**src/hw/rtl/glphs_pkg.sv**
```systemverilog
// Shared types, constants and helper functions of the grid pattern hash search.
`default_nettype none

package glphs_pkg;

    localparam int MAX_ROWS    = 32;
    localparam int MAX_COLS    = 32;
    localparam int GRID_CELLS  = MAX_ROWS * MAX_COLS;
    localparam int CELL_AW     = $clog2(GRID_CELLS);
    localparam int LPOS_W      = CELL_AW + 1;
    localparam int LEN_SAT     = ((MAX_ROWS > MAX_COLS) ? MAX_ROWS : MAX_COLS) + 1;
    localparam int DIM_W       = 6;
    localparam int LEN_W       = 6;
    localparam int SYM_W       = 8;
    localparam int HASH_W      = 64;
    localparam int QUEUE_DEPTH = 2;
    localparam int QPTR_W      = $clog2(QUEUE_DEPTH);
    localparam int QCNT_W      = $clog2(QUEUE_DEPTH + 1);

    localparam logic [DIM_W-1:0] MAX_ROWS_D = DIM_W'(MAX_ROWS);
    localparam logic [DIM_W-1:0] MAX_COLS_D = DIM_W'(MAX_COLS);
    localparam logic [LEN_W-1:0] LEN_SAT_L  = LEN_W'(LEN_SAT);

    typedef logic [HASH_W-1:0] hash_t;

    typedef struct packed {
        hash_t             hash;
        hash_t             power;
        logic [LEN_W-1:0]  len;
    } job_t;

    typedef struct packed {
        logic               en;
        logic [CELL_AW-1:0] addr;
        logic [SYM_W-1:0]   data;
    } grid_wr_t;

    // Multiplication by the hash base 131 as shifts and adds.
    function automatic hash_t mul_base(input hash_t x);
        return (x << 7) + (x << 1) + x;
    endfunction

    function automatic logic [DIM_W-1:0] eff_dim(input logic [DIM_W-1:0] r,
                                                 input logic [DIM_W-1:0] maxv);
        if (r == '0) begin
            return DIM_W'(1);
        end
        if (r > maxv) begin
            return maxv;
        end
        return r;
    endfunction

endpackage

`default_nettype wire

```
**src/hw/rtl/glphs_front.sv**
```systemverilog
// Front part: grid loading and pattern hash accumulation.
`default_nettype none

module glphs_front (
    input  logic                          clk,
    input  logic                          rst_n,
    input  logic                          accept,
    input  logic                          mode,
    input  logic [glphs_pkg::SYM_W-1:0]   symbol,
    input  logic                          pattern_end,
    input  logic [glphs_pkg::DIM_W-1:0]   rows_eff,
    input  logic [glphs_pkg::DIM_W-1:0]   cols_eff,
    output glphs_pkg::grid_wr_t           grid_wr,
    output logic                          push,
    output glphs_pkg::job_t               push_job
);
    import glphs_pkg::*;

    logic [LPOS_W-1:0] load_pos_reg;
    hash_t             hash_reg;
    hash_t             power_reg;
    logic [LEN_W-1:0]  count_reg;

    logic [LPOS_W-1:0] cells_in_use;
    logic [LPOS_W-1:0] wr_pos;
    hash_t             hash_next;
    hash_t             power_next;
    logic [LEN_W-1:0]  count_next;
    logic              grid_item;
    logic              pat_item;

    assign grid_item    = accept && !mode;
    assign pat_item     = accept && mode;
    assign cells_in_use = LPOS_W'(LPOS_W'(rows_eff) * LPOS_W'(cols_eff));
    assign wr_pos       = (load_pos_reg >= cells_in_use) ? '0 : load_pos_reg;

    assign hash_next = mul_base(hash_reg) + hash_t'(symbol);

    always_comb begin
        if (count_reg < LEN_SAT_L) begin
            count_next = count_reg + 1'b1;
            power_next = mul_base(power_reg);
        end
        else begin
            count_next = count_reg;
            power_next = power_reg;
        end
    end

    assign grid_wr.en   = grid_item;
    assign grid_wr.addr = wr_pos[CELL_AW-1:0];
    assign grid_wr.data = symbol;

    assign push           = pat_item && pattern_end;
    assign push_job.hash  = hash_next;
    assign push_job.power = power_next;
    assign push_job.len   = count_next;

    always_ff @(posedge clk or negedge rst_n) begin
        if (!rst_n) begin
            load_pos_reg <= '0;
            hash_reg     <= '0;
            power_reg    <= hash_t'(1);
            count_reg    <= '0;
        end
        else begin
            if (grid_item) begin
                load_pos_reg <= wr_pos + 1'b1;
            end
            if (pat_item) begin
                if (pattern_end) begin
                    hash_reg  <= '0;
                    power_reg <= hash_t'(1);
                    count_reg <= '0;
                end
                else begin
                    hash_reg  <= hash_next;
                    power_reg <= power_next;
                    count_reg <= count_next;
                end
            end
        end
    end

endmodule

`default_nettype wire

```
**config.mk**
```make
export PLATFORM = sky130hd
export DESIGN_NAME = glphs_front
export DESIGN_NICKNAME = d
export VERILOG_FILES = /design/src/hw/rtl/glphs_pkg.sv /design/src/hw/rtl/glphs_front.sv
export SDC_FILE = /design/constraint.sdc
export NUM_CORES = 1
export LEC_CHECK = 0
export BUFFER_PORTS_ARGS = -buffer_cell sky130_fd_sc_hd__buf_2
export CORE_MARGIN = 5
export CORE_UTILIZATION = 45
export CTS_CLUSTER_DIAMETER = 200
export DETAILED_ROUTE_END_ITERATION = 10
export GPL_TIMING_DRIVEN = 0
export PLACE_DENSITY = 0.59
export SETUP_SLACK_MARGIN = 0.3
export SLEW_MARGIN = 20
export SYNTH_ARGS = -nofsm -noshare
export SYNTH_HDL_FRONTEND = slang
export SYNTH_SLANG_ARGS = --single-unit
```
**constraint.sdc**
```tcl
create_clock -name clk -period 9 [get_ports clk]
set_clock_uncertainty 0.05 [all_clocks]
set_input_delay 0.45 -clock clk [delete_from_list [all_inputs] [get_ports clk]]
set_output_delay 0.45 -clock clk [all_outputs]
set_load 0.02 [all_outputs]
```
# Word level (Yosys, flattened, before mapping)
# Index checks and enable logic that the tools add are counted.
[totals]
input_bits = 25
reg_bits = 145
wordCells = 24
out_inout_bits = 154
[op_classes]
n_lt_le_gt_ge = 2
n_reduce_logical = 4
n_mul = 1
addsub = 7
n_mux = 6
[ops]
columns = ["cell", "n"]
rows = [
  ["64-bit adder", 4],
  ["64-bit 2-to-1 mux", 3],
  ["64-bit by 8-bit adder with 64-bit output", 1],
  ["6-bit 2-to-1 mux", 2],
  ["11-bit by 1-bit adder with 11-bit output, second input constant", 1],
  ["11-bit greater-or-equal comparator", 1],
  ["6-bit by 6-bit multiplier with 11-bit output", 1],
  ["11-bit 2-to-1 mux", 1],
  ["6-bit by 1-bit adder with 6-bit output, second input constant", 1],
  ["6-bit less-than comparator, second input constant", 1],
  ["1-bit logical AND", 3],
  ["1-bit logical NOT", 1],
]

# Logic depth before layout (Yosys ltp)
[depth]
ltp_word = 4
depth_mapped = 27
depth_no_buf = 26

# Worst setup path before layout
# OpenSTA, ideal clock, no wires.
[synth_path]
kind = "input to register"
startpoint = "input port rows_eff[5] (netlist name)"
endpoint = "register load_pos_reg[10]"
setup_ns = 0.125
stages = 26
t_required_ns = 8.825
t_arrival_ns = 5.928
n_path_buf = 1
path_slack_ns = 2.898
cell_sequence = "and2_1 > fa_1 > inv_1 > fa_1 > fa_1 > inv_1 > ha_1 > a21oi_1 > o21bai_1 > a21oi_1 > o21bai_1 > a21oi_1 > xnor2_1 > ha_1 > and3_1 > a221oi_2 > clkbuf_1 > and2_1 > ha_1 > and3_1 > and3_1 > and3_1 > nand3_1 > a21oi_1 > nand2b_1 > o31ai_1"
[synth_rtl]
columns = ["item", "line", "rtl"]
rows = [
  ["start: declaration", "glphs_front.sv:11", "input logic [glphs_pkg::DIM_W-1:0] rows_eff,"],
  ["end signal: assignment", "glphs_front.sv:68", "load_pos_reg <= wr_pos + 1'b1;"],
  ["end: declaration", "glphs_front.sv:19", "logic [LPOS_W-1:0] load_pos_reg;"],
]

# Final worst setup path
[layout_path]
startpoint = "input port rows_eff[5] (netlist name)"
endpoint = "register load_pos_reg[10]"
[layout_between]
elab_chain_cells = 4
[layout_lines]
columns = ["item", "line", "rtl"]
rows = [
  ["6-bit by 6-bit multiplier with 11-bit output", "glphs_front.sv:34", "assign cells_in_use = LPOS_W'(LPOS_W'(rows_eff) * LPOS_W'(cols_eff));"],
  ["11-bit greater-or-equal comparator", "glphs_front.sv:35", "assign wr_pos = (load_pos_reg >= cells_in_use) ? '0 : load_pos_reg;"],
  ["11-bit 2-to-1 mux", "glphs_front.sv:35", ""],
  ["11-bit by 1-bit adder with 11-bit output", "glphs_front.sv:68", ""],
]
# Every way passes these cells.
# A chain may end at the register's enable or synchronous reset.

==> impl_metrics.json <==
{
  "cts_htree_levels": 4,
  "antenna_found_initial": 0,
  "place_area_um2": 19810,
  "final_common_cell": "nand2_1",
  "syn-cell-area_um2": 18200,
  "grt_pass1_wl_um": 92210,
  "drc": 0,
  "crit_type": "in2reg",
  "fillers": 3837,
  "worstPathRequired_ns": 9.26,
  "drt-pass1-iter-count": 5,
  "clock_sinks": 145,
  "synth_edf_count": 0,
  "layout_common_cells": "nand2_1 (257), ha_1 (223), buf_2 (182), a21oi_1 (165), dfrtp_1 (144)",
  "num-nets-final": 2635,
  "status": "finished clean",
  "ys.flop_type": "dfrtp_1",
  "max_freq_ghz": 0.1579,
  "clk_path_buf_depth": 2,
  "dp_cells": 2755,
  "drv_slew": 0,
  "setup_viol": 0,
  "placementRows": 73,
  "vias": 16390,
  "finalHoldViolCount": 0,
  "final.setup.tns_ns": 0,
  "async_flop_share": 1.000,
  "postLayoutCellArea_um2": 20460,
  "drt_iter0_drc": 1217,
  "dr_wl_met3_um": 3685,
  "clk_latency_ns": 0.44,
  "antenna_cells": 0,
  "worstPathMaxFanout": 10,
  "ant_nets": 0,
  "reg2reg_depth": 16,
  "cp-end-kind": "flop",
  "synth_top_area_frac": 0.1980,
  "period_needed_ns": 6.332,
  "synth_seq_cells": 145,
  "io_pins": 179,
  "coreArea_um2": 39910,
  "fp.dieH_um": 211.1,
  "grt_use_total": 0.2595,
  "rsz0062_at_grt": "no",
  "place_congestion": 0.9722,
  "grt_overflow": 0,
  "cts_tree": "yes",
  "numCtsBuffers": 17,
  "layoutNonFillerInstCount": 2788,
  "yosys_warnings": 0,
  "syn_nets": 2434,
  "seq_area_frac_synth": 0.1995,
  "drive_gt1_frac": 0.1136,
  "wl_met2_um": 26500,
  "top_layer_used": "met4",
  "period_share": 0.7036,
  "slew_headroom": 0.3305,
  "synth_top_cell_by_area": "dfrtp_1",
  "cp.arrival_ns": 6.60,
  "hp-class": "reg2reg",
  "synth_cells": 2049,
  "ys_types": 67,
  "tightest_slew_ns": 1.001,
  "postSynthAreaPerCell_um2": 8.881,
  "cts_root_buf": "clkbuf_16",
  "die_area_um2": 44560,
  "drt-total-wl_um": 57710,
  "portBuffers": 178,
  "avgRoutedWirePerCell_um": 20.70,
  "vias_per_cell": 5.880,
  "wl_met1_um": 26070,
  "grt_pass1_vias": 16600,
  "syn2layout_area_growth_pct": 12.46,
  "hpwl_um": 46830,
  "hold_path_depth": 1,
  "cp-start-kind": "input port",
  "grt_max_degree": 80,
  "path_clk_slew_ns": 0.06,
  "drv_cap": 0,
  "initial_core_util": 0.4559,
  "fp.dieW_um": 211.1,
  "synth.area.top_cells": "dfrtp_1 (20%), ha_1 (15%), fa_1 (15%)"
}
-- worst max-delay path, cell delays in order --
cell      delay (ns)
buf_2           0.13
and2_1          0.18
fa_1            0.53
inv_1           0.05
fa_1            0.49
fa_1            0.51
inv_1           0.05
ha_1            0.31
a21oi_1         0.22
o21bai_1        0.09
a21oi_1         0.24
o21bai_1        0.10
a21oi_1         0.19
xnor2_1         0.15
ha_1            0.29
and3_1          0.22
a221oi_2        0.61
clkbuf_1        0.32
and2_1          0.21
ha_1            0.20
and3_1          0.21
and3_1          0.21
and3_1          0.20
nand3_1         0.11
a21oi_1         0.15
nand2b_1        0.11
o31ai_1         0.06
-- layout make-up --
type                            instances  area [um^2]  share of cell area
Sequential cell                       145         3630              0.1774
Buffer                                109        454.2             0.02219
Timing Repair Buffer                  182        950.9             0.04647
Inverter                               65        244.0             0.01192
Tap cell                              525        656.9             0.03210
Clock inverter                         12        207.7             0.01015
Clock buffer                           20        436.7             0.02134
Multi-Input combinational cell       1730        13880              0.6785
-- through the flow --
step	setup slack [ns]	hold WS (ns)	util
finish	2.668	0.4572	0.5127
CTS	2.697	0.4585	0.5126
global placement	2.383	0.4455	0.4947
floorplan	2.898	0.1044	-
global route	2.196	0.4775	0.5127
detailed placement	2.272	0.4424	0.4963
-- worst paths after layout --
path / start / end / slack (ns)
worst max-delay path: rows_eff[5] / load_pos_reg[10] / 2.67
worst min-delay path: load_pos_reg[10] / load_pos_reg[10] / 0.46
worst max register to register: hash_reg[1] / hash_reg[58] / 4.03
worst min register to register: load_pos_reg[10] / load_pos_reg[10] / 0.46
max in group asynchronous: rst_n / hash_reg[7] / 7.56
min in group asynchronous: rst_n / load_pos_reg[8] / 0.54
-- layer usage --
metal  track usage  up-vias
li1              -     7804
met1        0.3640     8007
met2        0.4142      499
met3       0.04307       84
met4       0.07758        0
met5             0        -
-- logic make-up after synthesis --
family	Yosys count	synth area share
mux	2	0.001169
buf+inv	174	0.03837
flops	145	0.1995
simple gates	567	0.1444
xor+xnor	135	0.06498
fa+ha+maj	360	0.3040
compound gates	666	0.2476
-- synthesized netlist by cell type (all sizes together), types with 3 or more instances --
master   count
nand2      257
ha         223
a21oi      165
dfrtp      144
fa         137
o21ai      135
a21o       107
nor2        95
clkbuf      91
xnor2       88
a22o        86
inv         65
and2        47
xor2        47
nand4       39
nand3       36
and3        28
o21bai      23
buf         18
nor3        17
o21a        17
a211oi      15
a221o       15
a31oi       15
nand2b      15
o31ai       14
a22oi       11
nor2b       11
a21boi       9
o211ai       9
o31a         8
or2          7
a211o        6
a31o         5
a2111oi      4
a41oi        4
and4         4
nor4         4
or3          4
a221oi       3
o221a        3
o221ai       3
-- what timing repair did --
| action | CTS | global route |
|---|---|---|
| resized for setup | 0 | 0 |
| buffers inserted | 0 | 0 |
| hold buffers | 1 | 0 |
| endpoints found under the hold margin | 69 | 0 |
Power is left out: the tool's default activity adds up to more than one toggle a clock period on the data nets, which glitch-free logic cannot reach.
