==> src/hw/rtl/glphs_pkg.sv <==
// Shared types, constants and helper functions of the grid pattern hash search.
`default_nettype none

package glphs_pkg;

    localparam int MAX_ROWS    = 32;
    localparam int MAX_COLS    = 32;
    localparam int GRID_CELLS  = MAX_ROWS * MAX_COLS;
    localparam int CELL_AW     = $clog2(GRID_CELLS);
    localparam int LPOS_W      = CELL_AW + 1;
    localparam int LEN_SAT     = ((MAX_ROWS > MAX_COLS) ? MAX_ROWS : MAX_COLS) + 1;
    localparam int DIM_W       = 6;
    localparam int LEN_W       = 6;
    localparam int SYM_W       = 8;
    localparam int HASH_W      = 64;
    localparam int QUEUE_DEPTH = 2;
    localparam int QPTR_W      = $clog2(QUEUE_DEPTH);
    localparam int QCNT_W      = $clog2(QUEUE_DEPTH + 1);

    localparam logic [DIM_W-1:0] MAX_ROWS_D = DIM_W'(MAX_ROWS);
    localparam logic [DIM_W-1:0] MAX_COLS_D = DIM_W'(MAX_COLS);
    localparam logic [LEN_W-1:0] LEN_SAT_L  = LEN_W'(LEN_SAT);

    typedef logic [HASH_W-1:0] hash_t;

    typedef struct packed {
        hash_t             hash;
        hash_t             power;
        logic [LEN_W-1:0]  len;
    } job_t;

    typedef struct packed {
        logic               en;
        logic [CELL_AW-1:0] addr;
        logic [SYM_W-1:0]   data;
    } grid_wr_t;

    // Multiplication by the hash base 131 as shifts and adds.
    function automatic hash_t mul_base(input hash_t x);
        return (x << 7) + (x << 1) + x;
    endfunction

    function automatic logic [DIM_W-1:0] eff_dim(input logic [DIM_W-1:0] r,
                                                 input logic [DIM_W-1:0] maxv);
        if (r == '0) begin
            return DIM_W'(1);
        end
        if (r > maxv) begin
            return maxv;
        end
        return r;
    endfunction

endpackage

`default_nettype wire

==> src/hw/rtl/glphs_queue.sv <==
// Short job queue between the front and the back of the search.
`default_nettype none

module glphs_queue (
    input  logic           clk,
    input  logic           rst_n,
    input  logic           push,
    input  glphs_pkg::job_t push_job,
    input  logic           pop,
    output glphs_pkg::job_t head,
    output logic           empty,
    output logic           full
);
    import glphs_pkg::*;

    job_t              entry_reg [QUEUE_DEPTH];
    logic [QPTR_W-1:0] wr_ptr_reg;
    logic [QPTR_W-1:0] rd_ptr_reg;
    logic [QCNT_W-1:0] count_reg;

    assign head  = entry_reg[rd_ptr_reg];
    assign empty = (count_reg == '0);
    assign full  = (count_reg == QCNT_W'(QUEUE_DEPTH));

    always_ff @(posedge clk) begin
        if (push) begin
            entry_reg[wr_ptr_reg] <= push_job;
        end
    end

    always_ff @(posedge clk or negedge rst_n) begin
        if (!rst_n) begin
            wr_ptr_reg <= '0;
            rd_ptr_reg <= '0;
            count_reg  <= '0;
        end
        else begin
            if (push) begin
                wr_ptr_reg <= (wr_ptr_reg == QPTR_W'(QUEUE_DEPTH - 1)) ? '0 : wr_ptr_reg + 1'b1;
            end
            if (pop) begin
                rd_ptr_reg <= (rd_ptr_reg == QPTR_W'(QUEUE_DEPTH - 1)) ? '0 : rd_ptr_reg + 1'b1;
            end
            if (push && !pop) begin
                count_reg <= count_reg + 1'b1;
            end
            else if (pop && !push) begin
                count_reg <= count_reg - 1'b1;
            end
        end
    end

endmodule

`default_nettype wire

==> config.mk <==
export PLATFORM = sky130hd
export DESIGN_NAME = glphs_queue
export DESIGN_NICKNAME = d
export VERILOG_FILES = /design/src/hw/rtl/glphs_pkg.sv /design/src/hw/rtl/glphs_queue.sv
export SDC_FILE = /design/constraint.sdc
export NUM_CORES = 1
export LEC_CHECK = 0
export BUFFER_PORTS_ARGS = -buffer_cell sky130_fd_sc_hd__buf_2
export CORE_MARGIN = 4
export CORE_UTILIZATION = 47
export DETAILED_ROUTE_END_ITERATION = 10
export GPL_TIMING_DRIVEN = 1
export PLACE_DENSITY = 0.86
export SYNTH_ARGS = -nofsm -noshare
export SYNTH_HDL_FRONTEND = slang
export SYNTH_SLANG_ARGS = --single-unit
==> constraint.sdc <==
create_clock -name clk -period 7.4 [get_ports clk]
set_input_delay 1.85 -clock clk [delete_from_list [all_inputs] [get_ports clk]]
set_output_delay 1.85 -clock clk [all_outputs]
set_load 0.02 [all_outputs]
==> After elaboration in Yosys (flattened, before gate mapping) <==
Memories as Yosys holds them, arrays and structs flattened.
Cells that the tools add are included.
{ "totals": {"regBits": 4, "memories": 1, "mem_bits_rw": 268, "output_inout_bits": 136} }
{ "memory_table": {"columns": ["memory", "words", "width", "read_ports", "rd_ports_with_merged_regs", "wr", "line_no", "text"], "rows": [
  ["entry_reg", 2, 134, 1, 0, 1, "glphs_queue.sv:16", "job_t entry_reg [QUEUE_DEPTH];"]
]} }
{ "op_classes": {"reduce_logical": 6, "n_mux": 6, "addsub": 4, "n_eq_ne": 1} }
{ "ops": {"columns": ["op", "n"], "rows": [
  ["2-to-1 mux 1 bit", 4],
  ["2-to-1 mux 2 bit", 2],
  ["adder 1 bit (second input constant)", 2],
  ["adder 2 x 1 -> 2 bit (second input constant)", 1],
  ["equality test 2 bit (second input constant)", 1],
  ["logical AND 1 bit", 2],
  ["logical NOT 1 bit", 2],
  ["logical NOT 2 bit", 1],
  ["nonzero test 2 bit", 1],
  ["subtractor 2 x 1 -> 2 bit (second input constant)", 1]
]} }

==> Logic depth before layout (Yosys ltp) <==
Gate-level depths: netlist (run 1).
{ "logic_depth": {"word_depth": 4, "depth_mapped": 5, "depth_no_buf": 5} }

==> Least setup slack after synthesis (run 1) <==
Ideal clock, no wire load.
{ "synth_path": {"kind": "input port to flip-flop", "start": "input push", "end": "memory entry_reg[0][0] (netlist name), enable pin", "t_required_ns": 6.755, "n_path_buf": 0, "path_slack_ns": -0.899, "setup_time_ns": 0.645, "arrival_time_ns": 7.654, "path_stages": 1, "cell_sequence": "nor2b_1"} }
{ "synth_between": {"elab_chain_cells": 2} }
{ "synth_rtl": {"columns": ["item", "line_no", "text"], "rows": [
  ["from (decl)", "glphs_queue.sv:7", "input logic push,"],
  ["2-to-1 mux 1 bit", "glphs_queue.sv:26", "if (push) begin"],
  ["2-to-1 mux 1 bit (implied by the code)", "glphs_queue.sv:27", "entry_reg[wr_ptr_reg] <= push_job;"],
  ["to (decl)", "glphs_queue.sv:16", null]
]} }
No other way between the ends.

==> results.yml, run 1 <==
run_status:
  outcome: "finished, final reports clean"
floorplanning:
  start_util_pct: 47.8
  pin_count: 274
  dieHeight_um: 154
  die_x_um: 154
  dieArea_mm2: 0.0238
  core_mm2: 0.0210
  rows: 53
clock_tree:
  cts.path.max_buffers: 3
  postCtsResizedCells: 0
  cts_root_buf: "clkbuf_16"
  hold_buffers: 0
  clock_sinks: 272
  clock_latency_ns: 0.51
  post-cts-setup-buffer-count: 0
  htree_levels: 1
  clk_pin_slew_worst_paths_ns: 0.06
  cts_buffers: 27
  cts_tree: "built"
detailed_routing:
  wl_per_cell_um: 18.5
  routed_via_density: 4.92
  drtIter0Drc: 264
  drc: 0
  vias: 5015
  ant_nets: 0
  routed_wl_mm: 18.9
  first_pass_iters: 4
synthesis:
  ys_seq_area_share_pct: 81.1
  synth-seq-cells: 272
  syn_area_per_cell_um2: 23.2
  ys_types: 13
  synth_nets: 572
  syn_area_mm2: 0.0100
  yosys_warnings: 0
  syn_inst: 433
critical_path:
  cp_num_buf_inv: 2
  rrSetupSlack_ns: 5.44
  r2r_end: "entry_reg[1][98]"
  critPathArrivalTime_ns: 2.57
  crit_type: "reg2out"
  timing.rr.start: "wr_ptr_reg"
  path_delay_family: "buffers and inverters"
  cp_slowest_cell: "buf_4"
  crit_chain: "buf_4, mux2_2, buf_2"
  crit_path_end_kind: "primary output"
  worstPathMaxFanout: 66
  cp-start-kind: "flop"
  cp.required_ns: 5.55
  crit_start: "rd_ptr_reg"
  max_stage_delay_ns: 0.78
  rr_worst_depth: 2
cells_and_area:
  largest_reg_flops: 268
  layout_common_cells: "273 x buf_2, 268 x edfxtp_1, 84 x mux2_2"
  drive_above_1_share_pct: 60.8
  final_util_pct: 59.7
  multiInputGateArea_mm2: 0.00179
  nNetsFinal: 865
  final_common_cell: "buf_2"
  stdcell_area_mm2: 0.0125
  seqCellArea_mm2: 0.00815
  syn2layout_area_growth_pct: 24.8
  fillerInstances: 1534
  fin_cells: 1020
timing:
  setup_violations: 0
  setup_tns_ns: 0
  slew_headroom_pct: 32.5
  fmax_ghz: 0.226
  rsz0062_at_grt: "false"
  drv_slew: 0
  fin_crit_ns: 4.42
  finalCritPeriodShare_pct: 59.7
  hold_violations: 0
  tightest_slew_ns: 1.01
  finalClockSkew_ns: 0.00973
job:
  cap_violations: 0
worst_hold_path:
  whs_path_depth: 1
  min-delay-start: "count_reg[1]"
  hold_class: "reg2reg"
  min_to: "count_reg[1]"
pwr:
  powerDensity_mw_per_mm2: 402
  ir_drop_uv: 253
  leakage_nw: 4.87
  totalPowerFinal_mw: 5.05
place:
  placed_cells: 972
  io_buffer_count: 273
  dp_hpwl_mm: 12.9
  place_congestion: 0.738
  placed_cell_area_mm2: 0.0117
grt:
  grt_start_max_net_pins: 74
  grt_pass1_vias: 5328
  antenna_found_initial: 2
  grt_usage_pct: 15.2
  grt-ovfl-total: 0
  grt_pass1_wl_mm: 28.8
-- worst reg2reg max path: cells and delay by family, from the launching register on --
| kind | cells | cell delay [ns] |
|---|---|---|
| buffers and inverters | 1 | 0.67 |
| AND/OR/NAND/NOR | 1 | 0.45 |
| flip-flops | 1 | 0.42 |
-- cells in the mapped netlist (all sizes together) --
cell	instances	area share, %
dfrtp	4	1.0
nor2b	2	0.12
ha	1	0.12
edfxtp	268	80
mux2	134	17
nor2	2	0.075
and2	1	0.062
xor2	4	0.35
xnor2	1	0.087
buf	15	1.2
inv	1	0.037
-- metal layers --
| layer | wire length (µm) | global-route usage, % |
|---|---|---|
| met1 | 7180 | 18.4 |
| met2 | 9410 | 25.9 |
| met3 | 1790 | 4.95 |
| met4 | 519 | 4.79 |
| met5 | 7 | 0 |
-- worst max-delay path by stage --
stage | cells after the start | end | slack (ns)
global route | 3 | head[114] | 2.85
detailed placement | 3 | head[0] | 3.50
CTS | 3 | head[0] | 2.95
floorplan | 1 | entry_reg[0][0] | 1.62
global placement | 3 | head[0] | 3.52
finish | 3 | head[0] | 2.98
-- layout make-up --
class	instances	area share (%)
clock buffer	29	5.45
inverter	1	0.0299
antenna	1	0.0200
timing repair buffer	279	11.3
clock inverter	18	1.25
sequential	272	65.0
multi-input combinational	145	14.3
tap	275	2.74
-- cells by family after synthesis --
logic type | after synthesis | synth area share [%]
buf+inv | 16 | 1.22
simple gates | 5 | 0.262
flops | 272 | 81.1
mux | 134 | 16.9
xor+xnor | 5 | 0.436
fa+ha+maj | 1 | 0.124
-- metrics by stage --
stage               worst slack [ns]  hold slack [ns]
detailed placement              3.50            0.486
global route                    2.85            0.515
finish                          2.98            0.500
CTS                             2.95            0.498
global placement                3.52            0.475
floorplan                       1.62            0.456
-- power by group --
| group | switching, mW | internal (mW) | total [mW] | leakage [nW] |
|---|---|---|---|---|
| Sequential | 0.0922 | 2.05 | 2.14 | 2.56 |
| Combinational | 0.956 | 0.666 | 1.62 | 1.90 |
| Clock | 0.519 | 0.764 | 1.28 | 0.411 |
(Power assumes the default switching activity.)
==> inputs of run 2 (changes only) <==
==> constraint.sdc (replaced) <==
create_clock -name clk -period 4 [get_ports clk]
set_input_delay 1 -clock clk [delete_from_list [all_inputs] [get_ports clk]]
set_output_delay 1 -clock clk [all_outputs]
set_load 0.02 [all_outputs]
==> run 2 against run 1 <==
Core utilization up 0.29 points; clock power is 86% higher; setup slack worse by 2.2 ns; critical path depth unchanged; sequential share of layout area fell by 0.31 points; register-to-register slack worse by 3.3 ns; non-clock buffer count grew 1; wire length is 1.0% lower; highest routed layer unchanged.
==> results.yml, run 2 (synthesis results as in run 1) <==
worst_hold_path:
  hold_class: "in2async"
timing:
  fin_hold_ws_ns: 0.273
  rsz0062_at_grt: "false"
  drv_slew: 0
  setup_violations: 0
  fmax_ghz: 0.307
  fin_crit_ns: 3.26
  tightest_slew_ns: 0.912
  finalClockSkew_ns: 0.0166
  setup_tns_ns: 0
  finalCritPeriodShare_pct: 81.5
  hold_violations: 0
  slew_headroom_pct: 39.2
job:
  cap_violations: 0
clock_tree:
  htree_levels: 1
  clock_latency_ns: 0.52
  cts.path.max_buffers: 3
  post-cts-setup-buffer-count: 0
  hold_buffers: 0
  cts_buffers: 27
  postCtsResizedCells: 0
  clk_pin_slew_worst_paths_ns: 0.06
  clock_sinks: 272
  cts_tree: "built"
  cts_root_buf: "clkbuf_16"
pwr:
  p_int_mw: 6.47
  pwr-share-clk_pct: 25.4
  switching_power_mw: 2.91
  ir_drop_uv: 501
  power_frac_seq_pct: 42.6
  switching_share_pct: 31.0
  leakage_nw: 4.89
  powerDensity_mw_per_mm2: 744
  p_comb_share_pct: 32.0
cells_and_area:
  fillerInstances: 1500
  nNetsFinal: 866
  layout_common_cells: "273 x buf_2, 268 x edfxtp_1, 84 x mux2_2"
  final_common_cell: "buf_2"
  multiInputGateArea_mm2: 0.00179
  final_util_pct: 59.9
  drive_above_1_share_pct: 60.7
  syn2layout_area_growth_pct: 25.4
  largest_reg_flops: 268
  seqCellArea_mm2: 0.00815
critical_path:
  cp-start-kind: "flop"
  path_delay_family: "flip-flops"
  crit_path_end_kind: "primary output"
  max_stage_delay_ns: 0.79
  cp_num_buf_inv: 2
  cp.required_ns: 3.00
  crit_chain: "buf_4, mux2_2, buf_2"
  worstPathMaxFanout: 39
  cp_slowest_cell: "dfrtp_4"
  crit_type: "reg2out"
  critPathArrivalTime_ns: 2.26
grt:
  grt_start_max_net_pins: 135
  grt_pass1_wl_mm: 28.6
  grt_pass1_vias: 5344
  grt-ovfl-total: 0
  antenna_found_initial: 2
  grt_usage_pct: 15.2
detailed_routing:
  drc: 0
  routed_via_density: 4.95
  wl_per_cell_um: 18.3
  drtIter0Drc: 260
  first_pass_iters: 4
  ant_nets: 0
  vias: 5052
  routed_wl_mm: 18.7
floorplanning:
  pin_count: 274
  die_x_um: 154
  dieArea_mm2: 0.0238
  rows: 53
  start_util_pct: 47.8
  dieHeight_um: 154
  core_mm2: 0.0210
place:
  io_buffer_count: 273
  dp_hpwl_mm: 12.7
  place_congestion: 0.786
run_status:
  outcome: "finished, final reports clean"
[run 2: changes by cell type in the layout (fill, tap and decap cells not counted)]
cell      previous run  this run
clkbuf_1             2         4
buf_4                6         3
clkinv_2             5         3
buf_12               0         4
clkinv_1             9         8
clkinv_4             0         1
[run 2: power groups by stage]
stage               Combinational (mW)  Clock (mW)  Sequential, mW
floorplan                         2.23           0            3.96
global placement                  3.00           0            4.03
detailed placement                3.04           0            4.06
CTS                               3.05        2.44            4.01
global route                      3.18        2.58            4.05
finish                            3.00        2.38            4.00
[run 2: per-layer routing]
| metal | global-route usage [%] | vias up | wire length, µm |
|---|---|---|---|
| li1 | - | 2313 | - |
| met1 | 18.0 | 2480 | 6920 |
| met2 | 26.7 | 215 | 9650 |
| met5 | 0 | - | 11 |
| met3 | 4.50 | 42 | 1540 |
| met4 | 4.88 | 2 | 595 |
[run 2: worst paths after layout]
kind | startpoint | end | slack [ns] | cells past startpoint
max in group asynchronous | rst_n | rd_ptr_reg | 3.59 | 1
worst min-delay path | rst_n | wr_ptr_reg | 0.27 | 1
worst min register to register | count_reg[1] | count_reg[1] | 0.53 | 1
min in group clk | count_reg[1] | count_reg[1] | 0.53 | 1
worst max-delay path | rd_ptr_reg | head[29] | 0.74 | 3
worst max register to register | wr_ptr_reg | entry_reg[1][9] | 2.13 | 2
[run 2: layout make-up]
type                    instances  area share, %
diodes                          1         0.0199
clock inverters                16           1.20
repair buffers                280           11.7
multi-input cells             145           14.2
clock buffers                  31           5.48
well taps                     275           2.73
flip-flops and latches        272           64.7
inverters                       1         0.0298
[run 2: through the flow]
stage | power (mW) | worst slack, ns | cells | area, µm²
floorplan | 6.19 | 0.554 | 433 | 10100
global placement | 7.03 | 1.27 | 973 | 11800
CTS | 9.50 | 0.700 | 1020 | 12600
detailed placement | 7.10 | 1.25 | 973 | 11800
global route | 9.81 | 0.634 | 1021 | 12600
finish | 9.38 | 0.738 | 1021 | 12600
==> inputs of run 3 (changes only) <==
==> constraint.sdc (replaced) <==
create_clock -name clk -period 2.7 [get_ports clk]
set_input_delay 0.675 -clock clk [delete_from_list [all_inputs] [get_ports clk]]
set_output_delay 0.675 -clock clk [all_outputs]
set_load 0.02 [all_outputs]
==> run 3 against run 2 <==
Clock-buffer cell count up 5; first-iteration DRC count down 0.38%; core utilization up 0.15 points; register-to-register slack worse by 0.92 ns; sequential power is 45% higher; non-clock buffer count is 1 higher; worst hold slack improved by 0.072 ns; clock skew down 0.0047 ns.
==> results.yml, run 3 (synthesis results as in run 1) <==
place:
  dp_hpwl_mm: 12.2
  place_congestion: 0.741
  placed_cell_area_mm2: 0.0118
  pre_cts_slack_ns: 0.542
  io_buffer_count: 273
  placed_cells: 972
job:
  cap_violations: 0
timing:
  fin_ws_ns: 0.140
  fin_crit_ns: 2.56
  finalCritPeriodShare_pct: 94.8
  slew_headroom_pct: 58.9
  rsz0062_at_grt: "false"
  tightest_slew_ns: 0.617
  finalClockSkew_ns: 0.0119
  setup_violations: 0
  setup_tns_ns: 0
  hold_violations: 0
  fmax_ghz: 0.391
  drv_slew: 0
  fin_hold_ws_ns: 0.344
worst_hold_path:
  whs_path_depth: 1
  hold_class: "in2reg"
critical_path:
  worstPathMaxFanout: 50
  rrSetupSlack_ns: 1.21
  crit_path_end_kind: "primary output"
  critPathArrivalTime_ns: 1.88
  cp-start-kind: "flop"
  crit_type: "reg2out"
  rr_worst_depth: 2
  cp.required_ns: 2.03
grt:
  grt_pass1_vias: 5359
  grt-ovfl-total: 0
  grt_pass1_wl_mm: 28.1
  antenna_found_initial: 2
  grt_start_max_net_pins: 97
  grt_usage_pct: 14.9
cells_and_area:
  stdcell_area_mm2: 0.0126
  nNetsFinal: 867
  final_util_pct: 60.1
  drive_above_1_share_pct: 60.6
  final_common_cell: "buf_2"
  fin_cells: 1023
  layout_common_cells: "273 x buf_2, 268 x edfxtp_1, 84 x mux2_2"
  syn2layout_area_growth_pct: 25.7
  largest_reg_flops: 268
detailed_routing:
  routed_wl_mm: 18.8
  routed_via_density: 4.95
  first_pass_iters: 4
  drc: 0
  vias: 5059
  ant_nets: 0
  wl_per_cell_um: 18.4
  drtIter0Drc: 259
floorplanning:
  start_util_pct: 47.8
  dieHeight_um: 154
  die_x_um: 154
  dieArea_mm2: 0.0238
  rows: 53
  core_mm2: 0.0210
  pin_count: 274
pwr:
  totalPowerFinal_mw: 13.9
  ir_drop_uv: 771
  powerDensity_mw_per_mm2: 1100
  leakage_nw: 4.90
clock_tree:
  clock_latency_ns: 0.51
  clock_sinks: 272
  htree_levels: 1
  clk_pin_slew_worst_paths_ns: 0.06
  cts_root_buf: "clkbuf_16"
  cts.path.max_buffers: 3
  cts_buffers: 27
  cts_tree: "built"
run_status:
  outcome: "finished, final reports clean"
run 3: path summary, 6_finish.rpt:
check | from | endpoint
worst max-delay path | rd_ptr_reg | head[121]
worst min-delay path | push_job[103] | entry_reg[0][103]
worst max register to register | wr_ptr_reg | entry_reg[1][1]
worst min register to register | count_reg[1] | count_reg[1]
max in group asynchronous | rst_n | rd_ptr_reg
min in group asynchronous | rst_n | count_reg[1]
run 3: worst max-delay path: stages (launching register included):
cell	delay [ns]
dfrtp_4	0.48
buf_12	0.30
mux2_2	0.40
buf_2	0.16
run 3: power by group:
| part | total [mW] | switching [mW] | internal (mW) |
|---|---|---|---|
| registers | 5.82 | 0.211 | 5.61 |
| clock network | 3.46 | 1.42 | 2.03 |
| logic | 4.62 | 2.70 | 1.92 |
run 3: area by class of cell:
cell class	count	area (µm²)
Inverter	1	3.75
Antenna cell	1	2.50
Clock buffer	36	709
Sequential cell	272	8150
Fill cell	1495	8390
Tap cell	275	344
Clock inverter	12	116
Timing Repair Buffer	281	1520
Multi-Input combinational cell	145	1790
run 3: timing repair:
item	4_1_cts	5_1_grt
buffers inserted	0	0
gates cloned	0	1
endpoints found under the hold margin	4	0
setup endpoints to repair	12	21
gates resized for setup	1	0
hold buffers	1	0
run 3: metal layers:
metal	vias up	global-route usage, %	share of wire (%)
li1	2313	-	-
met3	49	5.26	9.3
met1	2472	17.1	37
met4	2	5.72	3.4
met2	223	25.7	50
met5	-	0	0.069
